<file path="src/rtl/tdpt_pkg.sv">
// ----------------------------------------------------------------------------
// tdpt_pkg
// Shared command and status types between the trial division controller and
// its datapath.
// ----------------------------------------------------------------------------
package tdpt_pkg;

  // Commands from the controller to the datapath, at most one per cycle
  typedef struct packed {
    logic load;       // capture a new candidate, reset divisor to three
    logic div_start;  // prime the remainder unit with the candidate
    logic div_step;   // one restoring division step
    logic next_d;     // advance to the next odd divisor
  } tdpt_cmd_t;

  // Flags from the datapath, all derived from registered values
  typedef struct packed {
    logic neg;        // candidate has its sign bit set
    logic le1;        // candidate is zero or one
    logic le3;        // candidate is three or less
    logic even;       // candidate is even
    logic sq_gt_n;    // divisor squared exceeds the candidate
    logic rem_zero;   // remainder of the last division is zero
    logic div_last;   // the remainder unit is on its final step
  } tdpt_status_t;

endpackage

</file>
<file path="src/rtl/tdpt_ctrl.sv">
// ----------------------------------------------------------------------------
// tdpt_ctrl
// Sequencer for the trial division: classifies the candidate, runs one
// remainder per odd divisor, and posts the verdict into the result register.
// ----------------------------------------------------------------------------
module tdpt_ctrl (
  input  logic                   clk,
  input  logic                   rst_n,
  input  logic                   in_valid,
  output logic                   in_ready,
  output logic                   out_valid,
  input  logic                   out_ready,
  output logic                   out_is_prime,
  output tdpt_pkg::tdpt_cmd_t    cmd,
  input  tdpt_pkg::tdpt_status_t status
);
  import tdpt_pkg::*;

  localparam logic [2:0] S_IDLE  = 3'd0;
  localparam logic [2:0] S_CLASS = 3'd1;
  localparam logic [2:0] S_LOOP  = 3'd2;
  localparam logic [2:0] S_DIV   = 3'd3;
  localparam logic [2:0] S_REM   = 3'd4;
  localparam logic [2:0] S_POST  = 3'd5;

  logic [2:0] state_r, state_nxt;
  logic       res_r, res_nxt;
  logic       out_valid_r, out_valid_nxt;
  logic       out_is_prime_r, out_is_prime_nxt;

  always_comb begin
    state_nxt        = state_r;
    res_nxt          = res_r;
    out_valid_nxt    = out_valid_r && !out_ready;
    out_is_prime_nxt = out_is_prime_r;
    cmd              = '0;
    in_ready         = 1'b0;
    unique case (state_r)
      S_IDLE: begin
        in_ready = 1'b1;
        if (in_valid) begin
          cmd.load  = 1'b1;
          state_nxt = S_CLASS;
        end
      end
      S_CLASS: begin
        if (status.neg || status.le1) begin
          res_nxt   = 1'b0;
          state_nxt = S_POST;
        end else if (status.le3) begin
          res_nxt   = 1'b1;
          state_nxt = S_POST;
        end else if (status.even) begin
          res_nxt   = 1'b0;
          state_nxt = S_POST;
        end else begin
          state_nxt = S_LOOP;
        end
      end
      S_LOOP: begin
        // past the square root with no factor found
        if (status.sq_gt_n) begin
          res_nxt   = 1'b1;
          state_nxt = S_POST;
        end else begin
          cmd.div_start = 1'b1;
          state_nxt     = S_DIV;
        end
      end
      S_DIV: begin
        cmd.div_step = 1'b1;
        if (status.div_last) begin
          state_nxt = S_REM;
        end
      end
      S_REM: begin
        if (status.rem_zero) begin
          res_nxt   = 1'b0;
          state_nxt = S_POST;
        end else begin
          cmd.next_d = 1'b1;
          state_nxt  = S_LOOP;
        end
      end
      S_POST: begin
        // hold until the result register is free
        if (!out_valid_r || out_ready) begin
          out_valid_nxt    = 1'b1;
          out_is_prime_nxt = res_r;
          state_nxt        = S_IDLE;
        end
      end
      default: begin
        state_nxt = S_IDLE;
      end
    endcase
  end

  always_ff @(posedge clk) begin
    res_r          <= res_nxt;
    out_is_prime_r <= out_is_prime_nxt;
    if (!rst_n) begin
      state_r     <= S_IDLE;
      out_valid_r <= 1'b0;
    end else begin
      state_r     <= state_nxt;
      out_valid_r <= out_valid_nxt;
    end
  end

  assign out_valid    = out_valid_r;
  assign out_is_prime = out_is_prime_r;

  a_accept_class: assert property (@(posedge clk) disable iff (!rst_n)
    (in_valid && in_ready) |=> state_r == S_CLASS)
    else $error("accepted beat did not start classification");

  a_result_from_post: assert property (@(posedge clk) disable iff (!rst_n)
    $rose(out_valid_r) |-> $past(state_r == S_POST))
    else $error("result raised outside the post state");

  a_div_ends: assert property (@(posedge clk) disable iff (!rst_n)
    (state_r == S_DIV && status.div_last) |=> state_r == S_REM)
    else $error("remainder unit overran its last step");

  a_one_cmd: assert property (@(posedge clk) disable iff (!rst_n)
    $onehot0({cmd.load, cmd.div_start, cmd.div_step, cmd.next_d}))
    else $error("conflicting datapath commands");

endmodule

</file>
<file path="config.mk">
export PLATFORM = sky130hd
export DESIGN_NAME = tdpt_ctrl
export DESIGN_NICKNAME = d
export VERILOG_FILES = /design/src/rtl/tdpt_pkg.sv /design/src/rtl/tdpt_ctrl.sv
export SDC_FILE = /design/constraint.sdc
export NUM_CORES = 1
export LEC_CHECK = 0
export BUFFER_PORTS_ARGS = -buffer_cell sky130_fd_sc_hd__buf_2
export CORE_UTILIZATION = 31
export DETAILED_ROUTE_END_ITERATION = 7
export GPL_TIMING_DRIVEN = 0
export PLACE_DENSITY = 0.57
export SLEW_MARGIN = 20
export SYNTH_ARGS = -nofsm -noshare
export SYNTH_HDL_FRONTEND = slang
export SYNTH_SLANG_ARGS = --single-unit
</file>
<file path="constraint.sdc">
create_clock -name clk -period 2.6 [get_ports clk]
set_input_delay 0.39 -clock clk [delete_from_list [all_inputs] [get_ports clk]]
set_output_delay 0.39 -clock clk [all_outputs]
set_load 0.05 [all_outputs]
</file>
* Yosys cells after proc, flatten, opt, wreduce, memory -nomap -nowiden
Cells that the tools add are included.
** Operators by class
- Reductions and logical operators :: 10
- Equality and inequality tests :: 11
- Multiplexer cells :: 25
** Operators by type and width (number)
- 3-bit 2-to-1 mux :: 8
- 3-bit case mux with 6 select lines :: 1
- 1-bit 2-to-1 mux :: 15
- 2-bit != test (second input constant) :: 5
- 3-bit by 2-bit == test with 1-bit output (second input constant) :: 2
- 3-bit == test (second input constant) :: 2
- 4-bit != test (second input constant) :: 1
- 4-bit AND reduction :: 1
- 3-bit by 1-bit == test with 1-bit output (second input constant) :: 1
- 3-bit logical NOT :: 1
- 1-bit case mux with 3 select lines :: 1
- 3-bit AND reduction :: 1
- 3-bit nonzero test :: 1
- 1-bit logical NOT :: 2
- 1-bit logical OR :: 2
- 2-bit AND reduction :: 1
- 1-bit logical AND :: 1
** Word-level totals
- Logic and storage cells :: 50
- Register bits after elaboration :: 6
- Bits of input ports :: 11
- Output and inout bits :: 7

* Depth between registers and ports, before layout
- Depth in word-level cells :: 4
- Depth in mapped cells :: 5

* Least setup slack after synthesis
Ideal clock, no wire load.
- Path kind :: register to output
- From :: register state_r[1]
- To :: output port cmd[3] (netlist name)
- Path slack :: 74 ps
- Data arrival time :: 2136 ps
- Required time :: 2210 ps
- Stages on the path, launching flop included :: 4
- Cells stage by stage :: dfxtp_1 > buf_4 > nor3_1 > and2_1
** RTL lines
- from (decl) :: RTL line tdpt_ctrl.sv:26 : logic [2:0] state_r, state_nxt;
- from (signal assigned) :: RTL line tdpt_ctrl.sv:106 : state_r <= state_nxt;
- to (decl) :: RTL line tdpt_ctrl.sv:14 : output tdpt_pkg::tdpt_cmd_t cmd,

==> reports/qor.txt <==
ROUTING
----------------------------------------------------------------------------------------
Routed vias                                                                          486
Average wire per standard cell                                                   10.9 um
Initial DRC count                                                                     17
Ratio of routed vias to standard cells                                              5.23
Total Routed Length                                                              1010 um
Iteration count of the initial detailed-routing pass                                   4
DRC violations left                                                                    0
Post-DRT Antenna Nets                                                                  0

PLACE
----------------------------------------------------------------------------------------
RePlAce Congestion                                                                 0.695
Placed cell areas                                                                537 um2
Number of buffers inserted by port buffering                                          17
Post-Place Setup Slack                                                           1.11 ns
Total half-perimeter wirelength after legalization and detailed placement         767 um

TIMING
----------------------------------------------------------------------------------------
Time the worst path needs with I/O delays and setup                              1.76 ns
Count of pins over their slew limit                                                    0
Setup Total Neg Slack                                                               0 ns
Actual slew at the worst max-slew pin                                           0.289 ns
Final worst clock skew                                                        0.00557 ns
Worst slew slack as a fraction of its limit                                        80.6%
RSZ-0062 raised after global routing                                                  no
Worst-case setup margin in the final layout                                     0.841 ns
Final critical-path share of the clock period                                      67.7%
Final hold vios                                                                        0
Highest Clock Rate                                                             0.568 GHz
Final count of negative-setup-slack endpoints                                          0

SYNTH
----------------------------------------------------------------------------------------
Area share of the leading cell type in the synthesized netlist                     18.5%
Most used flip-flop cell after synthesis                                         dfxtp_1
Warnings, synthesis                                                                    0
Sequential area share after synthesis                                              32.4%
Number of instances in the synthesized netlist                                        57
Count of flip-flops with a built-in enable after synthesis                             2
Top-count cell post-synth                                                         nor2_1
Post-synthesis area per instance                                                7.60 um2
Flip-flop and latch count after synthesis                                              6
Post-synth cell types                                                                 27
Leading area contributor after synthesis                                         dfxtp_1
Most area-consuming cells after synthesis                                   dfxtp_1, edfxtp_1, nor2_1
Combined area of all synthesized cells                                           433 um2
Proportion of synthesized flip-flops having asynchronous set or reset                 0%
Net count of the mapped netlist                                                       68
Top cells by count, synth                                                   nor2_1, a21oi_1, nand2_1

PWR
----------------------------------------------------------------------------------------
Switching pwr                                                                   0.174 mW
VDD IR-drop max                                                                   189 uV
Leak Pwr                                                                        0.249 nW
Part of the total power dissipated in combinational logic                          46.7%
Power density cells                                                           725 nW/um2
Sw Share                                                                           42.7%
Internal power contribution                                                     0.234 mW
Register share of total power                                                      30.6%
Clock network fraction of total power                                              22.6%

CLOCK NETWORK
----------------------------------------------------------------------------------------
CTS root buffer                                                                 clkbuf_4
Number of buffers created by CTS                                                       3
Clock Path Buffers                                                                     2
CTS clock-pin slew for the worst setup and hold paths                            0.05 ns
TritonCTS clock tree                                                               built
Clock H-tree levels                                                                    1
Clk sink count                                                                         6
Count of hold-fix buffers inserted at cts                                              0
Latest clock arrival within the worst-skew pair                                  0.24 ns
Number of setup buffers added after CTS                                                0
CTS resizes                                                                            0

WORST SETUP PATH
----------------------------------------------------------------------------------------
Critical register-to-register path endpoint                                        res_r
Largest driver fanout on the critical path                                            10
Element type at the critical path end                                         output pin
Kind of critical path                                                       flop to output pin
Data arrival time of the worst path                                              1.37 ns
FF-to-FF setup slack                                                             1.35 ns
Reg2reg path depth                                                                     4
Worst EP required                                                                2.21 ns
Reg-to-reg critical path startpoint                                           state_r[1]
Element type at the critical path start                                             flop

RUN
----------------------------------------------------------------------------------------
Max Cap Viol                                                                           0

HOLD PATH
----------------------------------------------------------------------------------------
Hold crit path type                                                         flop to flop
Hold path endpoint                                                          out_is_prime
Cell count of the worst hold path                                                      0
Worst hold path startpoint                                                         res_r

FLOORPLAN
----------------------------------------------------------------------------------------
Core outline area                                                               1300 um2
Die W                                                                            39.4 um
Site row count                                                                        13
I/O pins                                                                              18
Initial Utilization                                                                33.3%
Area of the die                                                                 1550 um2
Die extent in y                                                                  39.4 um

FINAL LAYOUT
----------------------------------------------------------------------------------------
Fraction of layout cells with a size suffix above 1                                35.9%
Filler instances                                                                     150
Antenna Cells                                                                          0
Layout Cell Area excl Fill                                                       563 um2
Syn-to-layout area delta                                                           30.1%
Final layout net count                                                                90

GLOBAL ROUTE
----------------------------------------------------------------------------------------
Combined global-route utilization of all metal layers                              15.3%
Number of global-route vias before repair                                            364
Global-route wire length before repair                                           1500 um
Total congestion overflow                                                              0
Largest net degree at the start of global routing                                     11
Number of antenna violations at the first check in global routing                      0

OUTCOME
----------------------------------------------------------------------------------------
Run status                                                                     completed

==> layout by cell type (no fill, tap or decap), types with 2 or more instances in the layout <==
cell and instances:
dfxtp_1 4, nor2_1 8, o21ai_0 3, edfxtp_1 2, nor2b_1 2, inv_2 2, inv_1 2, a211oi_1 2
a21oi_1 5, nor3_1 3, o21ai_1 2, nand2_1 5, o22ai_1 2, clkbuf_4 3, buf_2 19
==> kinds of logic (layout without fill, tap and decap cells) <==
group	after synthesis	count (layout)	synth area share, %
simple gates	26	26	33.2
compound gates	18	18	26.9
buf+inv	7	28	7.52
flops	6	6	32.4
==> critical path: stages, from the launching register on <==
cell and delay, ns:
dfxtp_1 0.42, buf_2 0.24, nor2_1 0.08, and3_1 0.17, buf_2 0.20
==> worst max-delay path by stage <==
stage               start  endpoint  depth (start not counted)
4_1_cts        state_r[0]    cmd[0]                          4
5_1_grt        state_r[0]    cmd[0]                          4
3_5_place_dp   state_r[0]    cmd[0]                          4
3_3_place_gp   state_r[0]    cmd[0]                          4
6_report       state_r[0]    cmd[0]                          4
2_1_floorplan  state_r[1]    cmd[3]                          3
==> registers in the layout, summed over array words and instances (netlist names) <==
register,cells
state_r,3
res_r,1
out_is_prime,1
out_valid,1
==> per-stage QoR <==
step	hold slack, ns	utilization [%]	power, mW	cells
final	0.417	43.3	0.408	93
after global routing	0.426	43.3	0.436	93
after CTS	0.420	43.3	0.412	93
after detailed placement	0.408	41.3	0.316	89
after global placement	0.404	41.3	0.316	89
after floorplan	0.400	-	0.271	57
==> power groups by stage <==
stage | combinational (mW) | sequential [mW] | clock [mW]
3_5_place_dp | 0.189 | 0.127 | 0
2_1_floorplan | 0.141 | 0.130 | 0
6_report | 0.191 | 0.125 | 0.0924
5_1_grt | 0.207 | 0.127 | 0.102
4_1_cts | 0.189 | 0.125 | 0.0975
3_3_place_gp | 0.190 | 0.127 | 0
==> metal layers <==
| layer | GRT usage (%) | vias to the layer above | share of wire, % |
|---|---|---|---|
| met4 | 15.5 | 0 | 3.6 |
| li1 | - | 252 | - |
| met3 | 3.41 | 4 | 8.4 |
| met5 | 0 | - | 0 |
| met1 | 19.7 | 201 | 49 |
| met2 | 20.0 | 29 | 38 |
==> layout make-up <==
| class | count | area (um2) | area share, % |
|---|---|---|---|
| well taps | 15 | 18.8 | 3.33 |
| plain buffers | 3 | 17.5 | 3.11 |
| repair buffers | 17 | 85.1 | 15.1 |
| inverters | 4 | 15.0 | 2.67 |
| multi-input cells | 44 | 260 | 46.2 |
| clock buffers | 4 | 26.3 | 4.67 |
| flip-flops and latches | 6 | 140 | 24.9 |
Power figures use the tool's default switching activity.
